## src/rtl/tnid_pkg.sv

```systemverilog
// Shared constants, record types and op codes for the torus neighbor id block.
package tnid_pkg;

	localparam int MAX_DIMS     = 5;
	localparam int EXTENT_BITS  = 6;
	localparam int NUM_FIELDS   = 5;
	localparam int COORD_W      = EXTENT_BITS;
	localparam int EXT_W        = EXTENT_BITS + 1;
	localparam int EXT_REG_W    = 7;
	localparam int DIMS_REG_W   = 3;
	localparam int DIM_W        = $clog2(MAX_DIMS + 1);
	localparam int DIX_W        = (MAX_DIMS > 1) ? $clog2(MAX_DIMS) : 1;
	localparam int ID_W         = 30;
	localparam int IDX_W        = 4;
	localparam int MAX_RESULTS  = 10;
	localparam int SLOTS        = 2 * MAX_DIMS;
	localparam int SLOT_W       = $clog2(SLOTS);
	localparam int STRIDE_W     = EXTENT_BITS * (MAX_DIMS - 1) + 1;
	localparam int EXT_MAX      = 1 << EXTENT_BITS;
	localparam int IN_W         = ((NUM_FIELDS * COORD_W + 7) / 8) * 8;
	localparam int OUT_W        = ((ID_W + IDX_W + 7) / 8) * 8;
	localparam int QDEPTH       = 2;
	localparam int QPTR_W       = (QDEPTH > 1) ? $clog2(QDEPTH) : 1;
	localparam int QCNT_W       = $clog2(QDEPTH + 1);

	localparam int CFG_DATA_W   = 32;
	localparam int CFG_ADDR_W   = $clog2(4 * (NUM_FIELDS + 1));
	localparam int REG_IDX_W    = CFG_ADDR_W - 2;
	localparam int REG_DIMS     = 0;
	localparam int REG_EXT_BASE = 1;

	localparam logic [DIMS_REG_W-1:0] DIMS_RESET = DIMS_REG_W'(5);
	localparam logic [NUM_FIELDS-1:0][EXT_REG_W-1:0] EXT_RESET = {
		EXT_REG_W'(2), EXT_REG_W'(4), EXT_REG_W'(4), EXT_REG_W'(4), EXT_REG_W'(4)
	};

	// neighbor op per slot
	localparam int OP_W = 3;
	localparam logic [OP_W-1:0] OP_MINUS   = 3'd0;
	localparam logic [OP_W-1:0] OP_PLUS    = 3'd1;
	localparam logic [OP_W-1:0] OP_WRAP_HI = 3'd2;
	localparam logic [OP_W-1:0] OP_WRAP_LO = 3'd3;
	localparam logic [OP_W-1:0] OP_SELF    = 3'd4;

	typedef struct packed {
		logic [DIM_W-1:0]                    dims;
		logic [MAX_DIMS-1:0][EXT_W-1:0]      extent;
	} tnid_cfg_t;

	typedef struct packed {
		logic [ID_W-1:0]                     base;
		logic [MAX_DIMS-1:0][STRIDE_W-1:0]   stride;
		logic [MAX_DIMS-1:0][ID_W-1:0]       span;
		logic [SLOTS-1:0][OP_W-1:0]          op;
		logic [SLOTS-1:0]                    mask;
	} tnid_rec_t;

endpackage

```

## src/rtl/tnid_cfg.sv

```systemverilog
// APB register file holding dimension count and extents, with clamped effective values.
module tnid_cfg (
	input  logic                               clk,
	input  logic                               arst_n,
	input  logic                               psel,
	input  logic                               penable,
	input  logic                               pwrite,
	input  logic [tnid_pkg::CFG_ADDR_W-1:0]    paddr,
	input  logic [tnid_pkg::CFG_DATA_W-1:0]    pwdata,
	output logic [tnid_pkg::CFG_DATA_W-1:0]    prdata,
	output logic                               pready,
	output tnid_pkg::tnid_cfg_t                cfg
);
	import tnid_pkg::*;

	logic [DIMS_REG_W-1:0]                  dims_q;
	logic [NUM_FIELDS-1:0][EXT_REG_W-1:0]   ext_q;
	logic [REG_IDX_W-1:0]                   idx;
	logic                                   wr;

	assign pready = 1'b1;
	assign idx    = paddr[CFG_ADDR_W-1:2];
	assign wr     = psel && penable && pwrite && pready;

	always_ff @(posedge clk or negedge arst_n) begin
		if (!arst_n) begin
			dims_q <= DIMS_RESET;
			ext_q  <= EXT_RESET;
		end else if (wr) begin
			if (idx == REG_IDX_W'(REG_DIMS)) begin
				dims_q <= pwdata[DIMS_REG_W-1:0];
			end
			for (int i = 0; i < NUM_FIELDS; i++) begin
				if (idx == REG_IDX_W'(REG_EXT_BASE + i)) begin
					ext_q[i] <= pwdata[EXT_REG_W-1:0];
				end
			end
		end
	end

	always_comb begin
		prdata = '0;
		if (idx == REG_IDX_W'(REG_DIMS)) begin
			prdata = CFG_DATA_W'(dims_q);
		end
		for (int i = 0; i < NUM_FIELDS; i++) begin
			if (idx == REG_IDX_W'(REG_EXT_BASE + i)) begin
				prdata = CFG_DATA_W'(ext_q[i]);
			end
		end
	end

	always_comb begin
		if (dims_q == '0) begin
			cfg.dims = DIM_W'(1);
		end else if (DIM_W'(dims_q) > DIM_W'(MAX_DIMS)) begin
			cfg.dims = DIM_W'(MAX_DIMS);
		end else begin
			cfg.dims = DIM_W'(dims_q);
		end
		for (int d = 0; d < MAX_DIMS; d++) begin
			cfg.extent[d] = EXT_W'(1);
			if (d < NUM_FIELDS) begin
				if (ext_q[d] == '0) begin
					cfg.extent[d] = EXT_W'(1);
				end else if (ext_q[d] > EXT_REG_W'(EXT_MAX)) begin
					cfg.extent[d] = EXT_W'(EXT_MAX);
				end else begin
					cfg.extent[d] = EXT_W'(ext_q[d]);
				end
			end
		end
	end

endmodule

```

## src/rtl/tnid_front.sv

```systemverilog
// Front end: takes a coordinate, classifies neighbor slots, iterates base id and strides.
module tnid_front (
	input  logic                          clk,
	input  logic                          arst_n,
	input  tnid_pkg::tnid_cfg_t           cfg,
	input  logic                          s_tvalid,
	output logic                          s_tready,
	input  logic [tnid_pkg::IN_W-1:0]     s_tdata,
	output logic                          push,
	output tnid_pkg::tnid_rec_t           rec,
	input  logic                          full
);
	import tnid_pkg::*;

	localparam logic [1:0] FS_IDLE = 2'd0;
	localparam logic [1:0] FS_CALC = 2'd1;
	localparam logic [1:0] FS_DONE = 2'd2;

	logic [1:0]                          state_q;
	logic [DIX_W-1:0]                    d_q;
	logic [MAX_DIMS-1:0][COORD_W-1:0]    c_q;
	logic [MAX_DIMS-1:0][EXT_W-1:0]      e_q;
	logic [STRIDE_W-1:0]                 r_q;
	logic [ID_W-1:0]                     b_q;
	logic [MAX_DIMS-1:0][STRIDE_W-1:0]   stride_q;
	logic [MAX_DIMS-1:0][ID_W-1:0]       span_q;
	logic [SLOTS-1:0][OP_W-1:0]          op_q;
	logic [SLOTS-1:0]                    mask_q;

	logic [MAX_DIMS-1:0][COORD_W-1:0]    c_in;
	logic [MAX_DIMS-1:0][COORD_W-1:0]    c_cl;
	logic [SLOTS-1:0][OP_W-1:0]          op_n;
	logic [SLOTS-1:0]                    mask_n;
	logic                                self_seen;
	logic                                used;
	logic                                is1;
	logic                                at0;
	logic                                attop;
	logic                                big;

	logic                                accept;
	logic [COORD_W-1:0]                  c_cur;
	logic [EXT_W-1:0]                    e_cur;
	logic [COORD_W+STRIDE_W-1:0]         prod_c;
	logic [EXT_W+STRIDE_W-1:0]           prod_e;
	logic [EXT_W+STRIDE_W-1:0]           prod_s;

	assign push     = (state_q == FS_DONE) && !full;
	assign s_tready = (state_q == FS_IDLE) || push;
	assign accept   = s_tvalid && s_tready;

	// clamp coordinates into their extents
	always_comb begin
		for (int d = 0; d < MAX_DIMS; d++) begin
			if (d < NUM_FIELDS) begin
				c_in[d] = s_tdata[COORD_W*d +: COORD_W];
			end else begin
				c_in[d] = '0;
			end
			if (EXT_W'(c_in[d]) >= cfg.extent[d]) begin
				c_cl[d] = COORD_W'(cfg.extent[d] - EXT_W'(1));
			end else begin
				c_cl[d] = c_in[d];
			end
		end
	end

	// two slots per dimension; the node itself only once, in the first extent-1 dimension
	always_comb begin
		self_seen = 1'b0;
		used      = 1'b0;
		is1       = 1'b0;
		at0       = 1'b0;
		attop     = 1'b0;
		big       = 1'b0;
		for (int d = 0; d < MAX_DIMS; d++) begin
			used  = DIM_W'(d) < cfg.dims;
			is1   = cfg.extent[d] == EXT_W'(1);
			at0   = c_cl[d] == '0;
			attop = EXT_W'(c_cl[d]) == (cfg.extent[d] - EXT_W'(1));
			big   = cfg.extent[d] >= EXT_W'(3);
			op_n[2*d]     = OP_MINUS;
			op_n[2*d+1]   = OP_PLUS;
			mask_n[2*d]   = used;
			mask_n[2*d+1] = used;
			if (is1) begin
				op_n[2*d]     = OP_SELF;
				mask_n[2*d]   = used && !self_seen;
				mask_n[2*d+1] = 1'b0;
				if (used) begin
					self_seen = 1'b1;
				end
			end else if (at0) begin
				op_n[2*d]     = OP_PLUS;
				op_n[2*d+1]   = OP_WRAP_HI;
				mask_n[2*d+1] = used && big;
			end else if (attop) begin
				op_n[2*d]     = OP_MINUS;
				op_n[2*d+1]   = OP_WRAP_LO;
				mask_n[2*d+1] = used && big;
			end
		end
	end

	assign c_cur  = c_q[d_q];
	assign e_cur  = e_q[d_q];
	assign prod_c = (COORD_W+STRIDE_W)'(c_cur) * (COORD_W+STRIDE_W)'(r_q);
	assign prod_e = (EXT_W+STRIDE_W)'(r_q) * (EXT_W+STRIDE_W)'(e_cur);
	assign prod_s = (EXT_W+STRIDE_W)'(r_q) * (EXT_W+STRIDE_W)'(e_cur - EXT_W'(1));

	always_ff @(posedge clk or negedge arst_n) begin
		if (!arst_n) begin
			state_q <= FS_IDLE;
		end else begin
			case (state_q)
				FS_IDLE: begin
					if (accept) begin
						state_q <= FS_CALC;
					end
				end
				FS_CALC: begin
					if (d_q == '0) begin
						state_q <= FS_DONE;
					end
				end
				FS_DONE: begin
					if (push) begin
						state_q <= accept ? FS_CALC : FS_IDLE;
					end
				end
				default: begin
					state_q <= FS_IDLE;
				end
			endcase
		end
	end

	// last dimension first: running stride, base id accumulates coord * stride
	always_ff @(posedge clk) begin
		if (accept) begin
			c_q    <= c_cl;
			e_q    <= cfg.extent;
			d_q    <= DIX_W'(cfg.dims - DIM_W'(1));
			r_q    <= STRIDE_W'(1);
			b_q    <= '0;
			op_q   <= op_n;
			mask_q <= mask_n;
		end else if (state_q == FS_CALC) begin
			stride_q[d_q] <= r_q;
			span_q[d_q]   <= ID_W'(prod_s);
			b_q           <= b_q + ID_W'(prod_c);
			r_q           <= STRIDE_W'(prod_e);
			if (d_q != '0) begin
				d_q <= d_q - DIX_W'(1);
			end
		end
	end

	assign rec.base   = b_q;
	assign rec.stride = stride_q;
	assign rec.span   = span_q;
	assign rec.op     = op_q;
	assign rec.mask   = mask_q;

	a_calc_dim_range: assert property (@(posedge clk) disable iff (!arst_n)
		(state_q == FS_CALC) |-> (32'(d_q) < MAX_DIMS))
		else $error("front dimension step out of range");

endmodule

```

## src/rtl/tnid_queue.sv

```systemverilog
// Short record queue between the front end and the emit stage.
module tnid_queue (
	input  logic                   clk,
	input  logic                   arst_n,
	input  logic                   push,
	input  tnid_pkg::tnid_rec_t    wr_rec,
	output logic                   full,
	input  logic                   pop,
	output tnid_pkg::tnid_rec_t    rd_rec,
	output logic                   empty
);
	import tnid_pkg::*;

	tnid_rec_t            slot_q [QDEPTH];
	logic [QPTR_W-1:0]    wr_ptr_q;
	logic [QPTR_W-1:0]    rd_ptr_q;
	logic [QCNT_W-1:0]    cnt_q;

	assign full   = cnt_q == QCNT_W'(QDEPTH);
	assign empty  = cnt_q == '0;
	assign rd_rec = slot_q[rd_ptr_q];

	always_ff @(posedge clk or negedge arst_n) begin
		if (!arst_n) begin
			wr_ptr_q <= '0;
			rd_ptr_q <= '0;
			cnt_q    <= '0;
		end else begin
			if (push) begin
				wr_ptr_q <= (wr_ptr_q == QPTR_W'(QDEPTH - 1)) ? '0 : wr_ptr_q + QPTR_W'(1);
			end
			if (pop) begin
				rd_ptr_q <= (rd_ptr_q == QPTR_W'(QDEPTH - 1)) ? '0 : rd_ptr_q + QPTR_W'(1);
			end
			if (push && !pop) begin
				cnt_q <= cnt_q + QCNT_W'(1);
			end else if (pop && !push) begin
				cnt_q <= cnt_q - QCNT_W'(1);
			end
		end
	end

	always_ff @(posedge clk) begin
		if (push) begin
			slot_q[wr_ptr_q] <= wr_rec;
		end
	end

endmodule

```

## src/rtl/tnid_back.sv

```systemverilog
// Emit stage: walks the pending slots of the head record, one neighbor id per cycle while m_tready allows.
module tnid_back (
	input  logic                          clk,
	input  logic                          arst_n,
	input  tnid_pkg::tnid_rec_t           rec,
	input  logic                          empty,
	output logic                          pop,
	output logic                          m_tvalid,
	input  logic                          m_tready,
	output logic [tnid_pkg::OUT_W-1:0]    m_tdata,
	output logic                          m_tlast
);
	import tnid_pkg::*;

	logic [SLOTS-1:0]     done_q;
	logic [IDX_W-1:0]     idx_q;
	logic                 out_valid_q;
	logic [ID_W-1:0]      out_id_q;
	logic [IDX_W-1:0]     out_idx_q;
	logic                 out_last_q;

	logic [SLOTS-1:0]     rem;
	logic [SLOTS-1:0]     sel;
	logic [SLOTS-1:0]     rest;
	logic [SLOT_W-1:0]    slot;
	logic [DIX_W-1:0]     dim;
	logic [OP_W-1:0]      op;
	logic [ID_W-1:0]      stride;
	logic [ID_W-1:0]      span;
	logic [ID_W-1:0]      id;
	logic                 last;
	logic                 emit;

	assign rem  = rec.mask & ~done_q;
	assign sel  = rem & (~rem + SLOTS'(1));
	assign rest = rem & ~sel;
	assign last = rest == '0;

	always_comb begin
		slot = '0;
		for (int i = SLOTS - 1; i >= 0; i--) begin
			if (rem[i]) begin
				slot = SLOT_W'(i);
			end
		end
	end

	assign dim    = DIX_W'(slot >> 1);
	assign op     = rec.op[slot];
	assign stride = ID_W'(rec.stride[dim]);
	assign span   = rec.span[dim];

	always_comb begin
		case (op)
			OP_MINUS:   id = rec.base - stride;
			OP_PLUS:    id = rec.base + stride;
			OP_WRAP_HI: id = rec.base + span;
			OP_WRAP_LO: id = rec.base - span;
			OP_SELF:    id = rec.base;
			default:    id = rec.base;
		endcase
	end

	assign emit = !empty && (!out_valid_q || m_tready);
	assign pop  = emit && last;

	always_ff @(posedge clk or negedge arst_n) begin
		if (!arst_n) begin
			done_q      <= '0;
			idx_q       <= '0;
			out_valid_q <= 1'b0;
		end else begin
			if (emit) begin
				out_valid_q <= 1'b1;
				if (last) begin
					done_q <= '0;
					idx_q  <= '0;
				end else begin
					done_q <= done_q | sel;
					idx_q  <= idx_q + IDX_W'(1);
				end
			end else if (m_tready) begin
				out_valid_q <= 1'b0;
			end
		end
	end

	always_ff @(posedge clk) begin
		if (emit) begin
			out_id_q   <= id;
			out_idx_q  <= idx_q;
			out_last_q <= last;
		end
	end

	assign m_tvalid = out_valid_q;
	assign m_tdata  = OUT_W'({out_idx_q, out_id_q});
	assign m_tlast  = out_last_q;

	a_head_live: assert property (@(posedge clk) disable iff (!arst_n)
		!empty |-> (rem != '0))
		else $error("queued record has no pending neighbor");

	a_idx_tracks_done: assert property (@(posedge clk) disable iff (!arst_n)
		emit |-> (idx_q == IDX_W'($countones(done_q))))
		else $error("neighbor index out of step with emitted slots");

	a_idx_bound: assert property (@(posedge clk) disable iff (!arst_n)
		out_valid_q |-> (32'(out_idx_q) < MAX_RESULTS))
		else $error("neighbor index beyond list length");

	a_restart_after_last: assert property (@(posedge clk) disable iff (!arst_n)
		(out_valid_q && m_tready && out_last_q) |=> (!out_valid_q || out_idx_q == '0))
		else $error("new neighbor list does not start at index zero");

endmodule

```

## src/rtl/torus_neighbor_ids.sv

```systemverilog
// Top level of the torus neighbor id enumerator.
// The first neighbor id shows on m_tvalid once the front end has stepped every dimension,
// pushed the record into the queue and the emit stage has registered it; at most 10 ids with 5 dims.
// The front end steps one dimension per cycle, the emit stage sends one id per cycle while m_tready allows.
// A two-entry record queue lets the front end work on the next coordinate during emission.
// Reset: asynchronous; registers return to dims 5 and extents 4,4,4,4,2, queue and output empty.
module torus_neighbor_ids (
	input  logic                               clk,
	input  logic                               arst_n,
	input  logic                               psel,
	input  logic                               penable,
	input  logic                               pwrite,
	input  logic [tnid_pkg::CFG_ADDR_W-1:0]    paddr,
	input  logic [tnid_pkg::CFG_DATA_W-1:0]    pwdata,
	output logic [tnid_pkg::CFG_DATA_W-1:0]    prdata,
	output logic                               pready,
	input  logic                               s_tvalid,
	output logic                               s_tready,
	input  logic [tnid_pkg::IN_W-1:0]          s_tdata,  // coord_0..coord_4, 6 bits each
	output logic                               m_tvalid,
	input  logic                               m_tready,
	output logic [tnid_pkg::OUT_W-1:0]         m_tdata,  // neighbor_id[29:0], neighbor_index[33:30]
	output logic                               m_tlast
);
	import tnid_pkg::*;

	tnid_cfg_t    cfg;
	tnid_rec_t    wr_rec;
	tnid_rec_t    rd_rec;
	logic         push;
	logic         full;
	logic         pop;
	logic         empty;

	tnid_cfg u_cfg (
		.clk     (clk),
		.arst_n  (arst_n),
		.psel    (psel),
		.penable (penable),
		.pwrite  (pwrite),
		.paddr   (paddr),
		.pwdata  (pwdata),
		.prdata  (prdata),
		.pready  (pready),
		.cfg     (cfg)
	);

	tnid_front u_front (
		.clk      (clk),
		.arst_n   (arst_n),
		.cfg      (cfg),
		.s_tvalid (s_tvalid),
		.s_tready (s_tready),
		.s_tdata  (s_tdata),
		.push     (push),
		.rec      (wr_rec),
		.full     (full)
	);

	tnid_queue u_queue (
		.clk    (clk),
		.arst_n (arst_n),
		.push   (push),
		.wr_rec (wr_rec),
		.full   (full),
		.pop    (pop),
		.rd_rec (rd_rec),
		.empty  (empty)
	);

	tnid_back u_back (
		.clk      (clk),
		.arst_n   (arst_n),
		.rec      (rd_rec),
		.empty    (empty),
		.pop      (pop),
		.m_tvalid (m_tvalid),
		.m_tready (m_tready),
		.m_tdata  (m_tdata),
		.m_tlast  (m_tlast)
	);

endmodule
```

## config.mk

```make
export PLATFORM = sky130hd
export DESIGN_NAME = torus_neighbor_ids
export DESIGN_NICKNAME = d
export VERILOG_FILES = /design/src/rtl/tnid_pkg.sv /design/src/rtl/tnid_cfg.sv /design/src/rtl/tnid_front.sv /design/src/rtl/tnid_queue.sv /design/src/rtl/tnid_back.sv /design/src/rtl/torus_neighbor_ids.sv
export SDC_FILE = /design/constraint.sdc
export NUM_CORES = 2
export LEC_CHECK = 0
export BUFFER_PORTS_ARGS = -buffer_cell sky130_fd_sc_hd__buf_2
export CORE_MARGIN = 5
export CORE_UTILIZATION = 58
export DETAILED_ROUTE_END_ITERATION = 8
export GPL_TIMING_DRIVEN = 0
export PLACE_DENSITY = 0.78
export SYNTH_ARGS = -nofsm -noshare
export SYNTH_HDL_FRONTEND = slang
export SYNTH_HIERARCHICAL = 1
export SYNTH_SLANG_ARGS = --single-unit
```

## constraint.sdc

```tcl
create_clock -name clk -period 16.2 [get_ports clk]
set_input_delay 0.81 -clock clk [delete_from_list [all_inputs] [get_ports clk]]
set_output_delay 0.81 -clock clk [all_outputs]
set_load 0.005 [all_outputs]
```

==> impl_results.md <==
* Yosys reg bits at 1212
* Min-Delay Path Class: input pin to async pin
* Commonest non-fill, non-tap cell in the layout: edfxtp_1
* Initial antenna violation count at 13
* Clock Sinks at 1212
* Final setup fails at 0
* FF-to-FF End: u_front/rec[182]$_DFFE_PP_
* Vias at 44400
* WP data required at 16.56 ns
* Reg2reg setup slack at 6.28 ns
* Fillers at 8392
* Mux contribution to synthesized area at 0.0934
* Post-route DRC at 0
* ANT nets after route at 0
* Setup crit start: u_front/d_q[0]$_DFFE_PP_
* Critical-path top delay cell: o22ai_1
* First-pass GRT wire length at 281 mm
* Rows at 126
* Main combinational cell family by area after synthesis: adder cells
* H-tree depth at 3
* EDFF count, synth at 1098
* Detailed Route Iter0 Violations at 5338
* Final wirelength at 190 mm
* Xor/xnor cell area share of the yosys netlist at 0.0262
* Min cycle time layout at 9.92 ns
* Clock Skew at 0.116 ns
* Kind of critical path: flop to flop
* Reported max-cap violation count at 2
* Pins Over Slew Limit at 5
* WL/cell at 26.3 um
* DIE WIDTH at 355 um
* Clk pin slew, worst setup/hold paths at 0.06 ns
* Worst setup EP type: flop
* FFs w/ async S/R, synth at 0.0487
* Die Height at 355 um
* Failing checks: capacitance limit, slew limit
* Share of layout cells above drive strength 1 at 0.166
* Starting Density at 0.583
* Area grow syn2layout at 10.4%
* Final hold violation count at 0
* CP endpoint: u_front/rec[182]$_DFFE_PP_
* Max stage delay on crit path at 1.03 ns
* PortBufs at 90
* Placer Congestion at 0.958
* Clock buffer depth at 3
* Status: finished, violations left
* Largest net degree at the start of global routing at 70
* F_max at 101 MHz
* Vias in the first global route at 45000
* Critical-path maximum fanout at 10
* Total congestion overflow at 0
* Ys flop type: edfxtp_1
* Synth Area in Compound Gates at 0.0764
* CTS Buf Count at 116
* Post-CTS Resized at 0
* Period utilisation layout at 0.612
* NumNets Final at 6207
* Reg-to-reg startpoint: u_front/d_q[0]$_DFFE_PP_
* CP most frequent cell: fa_1
* Netlist cell types at 114
* Mean post-synth cell area at 13.1 um2
* Seq/Total Area, Yosys at 0.516
* Io pins at 152
* R2R depth at 25
* Synthesized cell area at 0.0689 mm2
* Hpwl dp at 135 mm
* Worst EP arrival at 10.27 ns
* RSZ-0062 raised after global routing: false
* Worst-margin pin slew at 1.58 ns
* Synth warn at 6
* GRT Total Usage at 0.298
* # hold bufs at CTS at 0
* Slew Limit Headroom at -0.0625
* Die area at 0.126 mm2
* Simple-Gate Fraction of Synth Area at 0.0928
* Core ar. at 0.118 mm2
* Mapped Cells at 5275
* Most frequent cells in the layout: edfxtp_1 (1098), nand2_1 (536), inv_1 (429)
* Drt pass-1 iters at 6
* Postcts setup bufs at 0
* Clock Tree Root: clkbuf_16
* CP startpoint kind: flop
* DR vias/cell at 6.17
* Fraction of the mapped netlist area in adder cells at 0.143
* Clock latency on the worst-skew pair at 0.77 ns
* CTS tree: done
* Setup TNS at 0 ns
area by class of cell:
cell class	instances	area (um2)	share of cell area
buffer	289	1970	0.0259
sequential	1212	35600	0.468
antenna	2	5.00	0.0000658
timing repair buffer	128	1140	0.0150
clock buffer	150	3180	0.0418
clock inverter	69	732	0.00963
tap	1536	1920	0.0253
multi-input combinational	3381	29900	0.393
inverter	431	1620	0.0213
per-layer routing:
metal  global-route usage  up-vias  routed length (um)
li1                     -    19100                   -
met1                0.385    22200               69500
met2                0.483     2539               89700
met3               0.0554      570               18700
met4                0.160        6               11500
met5                    0        -                  83
worst min-delay path by stage:
| stage | end | slack, ns | depth (start not counted) | from |
|---|---|---|---|---|
| 2_1_floorplan | u_queue/slot_q[0][0]$_DFFE_PP_ | 0.42 | 0 | u_front/mask_q[0]$_DFFE_PP_ |
| 3_3_place_gp | u_queue/slot_q[1][303]$_DFFE_PP_ | 0.42 | 0 | u_front/rec[303]$_DFFE_PP_ |
| 3_5_place_dp | u_queue/slot_q[0][187]$_DFFE_PP_ | 0.43 | 0 | u_front/rec[187]$_DFFE_PP_ |
| 4_1_cts | u_cfg/ext_q[12]$_DFFE_PN0P_ | 0.17 | 1 | arst_n |
| 5_1_grt | u_cfg/ext_q[12]$_DFFE_PN0P_ | 0.23 | 1 | arst_n |
| 6_report | u_cfg/ext_q[11]$_DFFE_PN0P_ | 0.17 | 1 | arst_n |
per-stage QoR:
stage               worst slack, ns  area, um2   util  cells  hold slack [ns]
finish                         6.28      76000  0.644   7198            0.170
global route                   6.08      76000  0.644   7196            0.233
CTS                            6.54      76000  0.644   7196            0.165
detailed placement             6.76      72100  0.611   6977            0.429
global placement              0.729      71400  0.605   6939            0.421
floorplan                      5.74      69000      -   5313            0.421
registers in the layout, summed over array words and instances, names as in the netlist:
signal and count:
u_back/done_q 10, u_back/idx_q 4, u_back/m_tlast 1, u_back/m_tvalid 1, u_back/out_id_q 30, u_back/out_idx_q 4, u_cfg/dims_q 3, u_cfg/ext_q 35
u_front/b_q 30, u_front/c_q 30, u_front/d_q 3, u_front/e_q 35, u_front/mask_q 10, u_front/r_q 25, u_front/rec 295, u_front/state_q 2
u_queue/cnt_q 2, u_queue/rd_ptr_q 1, u_queue/slot_q 690, u_queue/wr_ptr_q 1
synthesized netlist by cell type (11+ instances only):
| cell | n | share of area |
|---|---|---|
| a221oi_1 | 44 | 0.0056 |
| fa_1 | 354 | 0.10 |
| buf_6 | 15 | 0.0025 |
| o31ai_1 | 11 | 0.0012 |
| o21a_1 | 13 | 0.0014 |
| dfrtp_1 | 52 | 0.019 |
| o211ai_1 | 13 | 0.0014 |
| mux2_2 | 56 | 0.0092 |
| dfxtp_1 | 55 | 0.016 |
| and2_1 | 150 | 0.014 |
| nor4_1 | 14 | 0.0013 |
| a21o_1 | 48 | 0.0052 |
| a21oi_1 | 239 | 0.017 |
| mux2i_1 | 53 | 0.0077 |
| a211oi_1 | 22 | 0.0024 |
| buf_2 | 29 | 0.0021 |
| inv_1 | 429 | 0.023 |
| xnor2_1 | 127 | 0.016 |
| buf_1 | 11 | 0.00060 |
| and3_1 | 21 | 0.0019 |
| a31oi_1 | 23 | 0.0021 |
| mux2_4 | 340 | 0.074 |
| nand4_1 | 12 | 0.0011 |
| o22ai_1 | 21 | 0.0019 |
| clkbuf_1 | 149 | 0.0081 |
| or3_1 | 20 | 0.0018 |
| o21ai_1 | 16 | 0.0012 |
| o21ai_0 | 202 | 0.015 |
| a2bb2oi_1 | 37 | 0.0047 |
| ha_1 | 218 | 0.040 |
| nor3_1 | 58 | 0.0042 |
| buf_12 | 33 | 0.0096 |
| xor2_1 | 79 | 0.010 |
| nor2_1 | 206 | 0.011 |
| nand2b_1 | 40 | 0.0036 |
| nor2b_1 | 101 | 0.0092 |
| nand2_1 | 536 | 0.029 |
| or2_2 | 16 | 0.0015 |
| buf_4 | 52 | 0.0057 |
| edfxtp_1 | 1098 | 0.48 |
| nand3_1 | 45 | 0.0033 |
worst max-delay path, delay by kind of cell (launching register included):
| kind | cells | cell delay (ns) |
|---|---|---|
| compound gates | 6 | 2.34 |
| xor+xnor | 2 | 1.63 |
| fa+ha+maj | 6 | 2.57 |
| buf+inv | 5 | 1.54 |
| flops | 1 | 0.47 |
| mux | 1 | 0.17 |
| simple gates | 5 | 0.76 |
cells by family after synthesis:
| family | Yosys count |
|---|---|
| fa+ha+maj | 573 |
| compound gates | 813 |
| xor+xnor | 206 |
| flops | 1212 |
| buf+inv | 720 |
| simple gates | 1289 |
| mux | 458 |
| other cells | 4 |
Power is left out: the tool's default activity adds up to more than one toggle a clock period on the data nets, which glitch-free logic cannot reach.
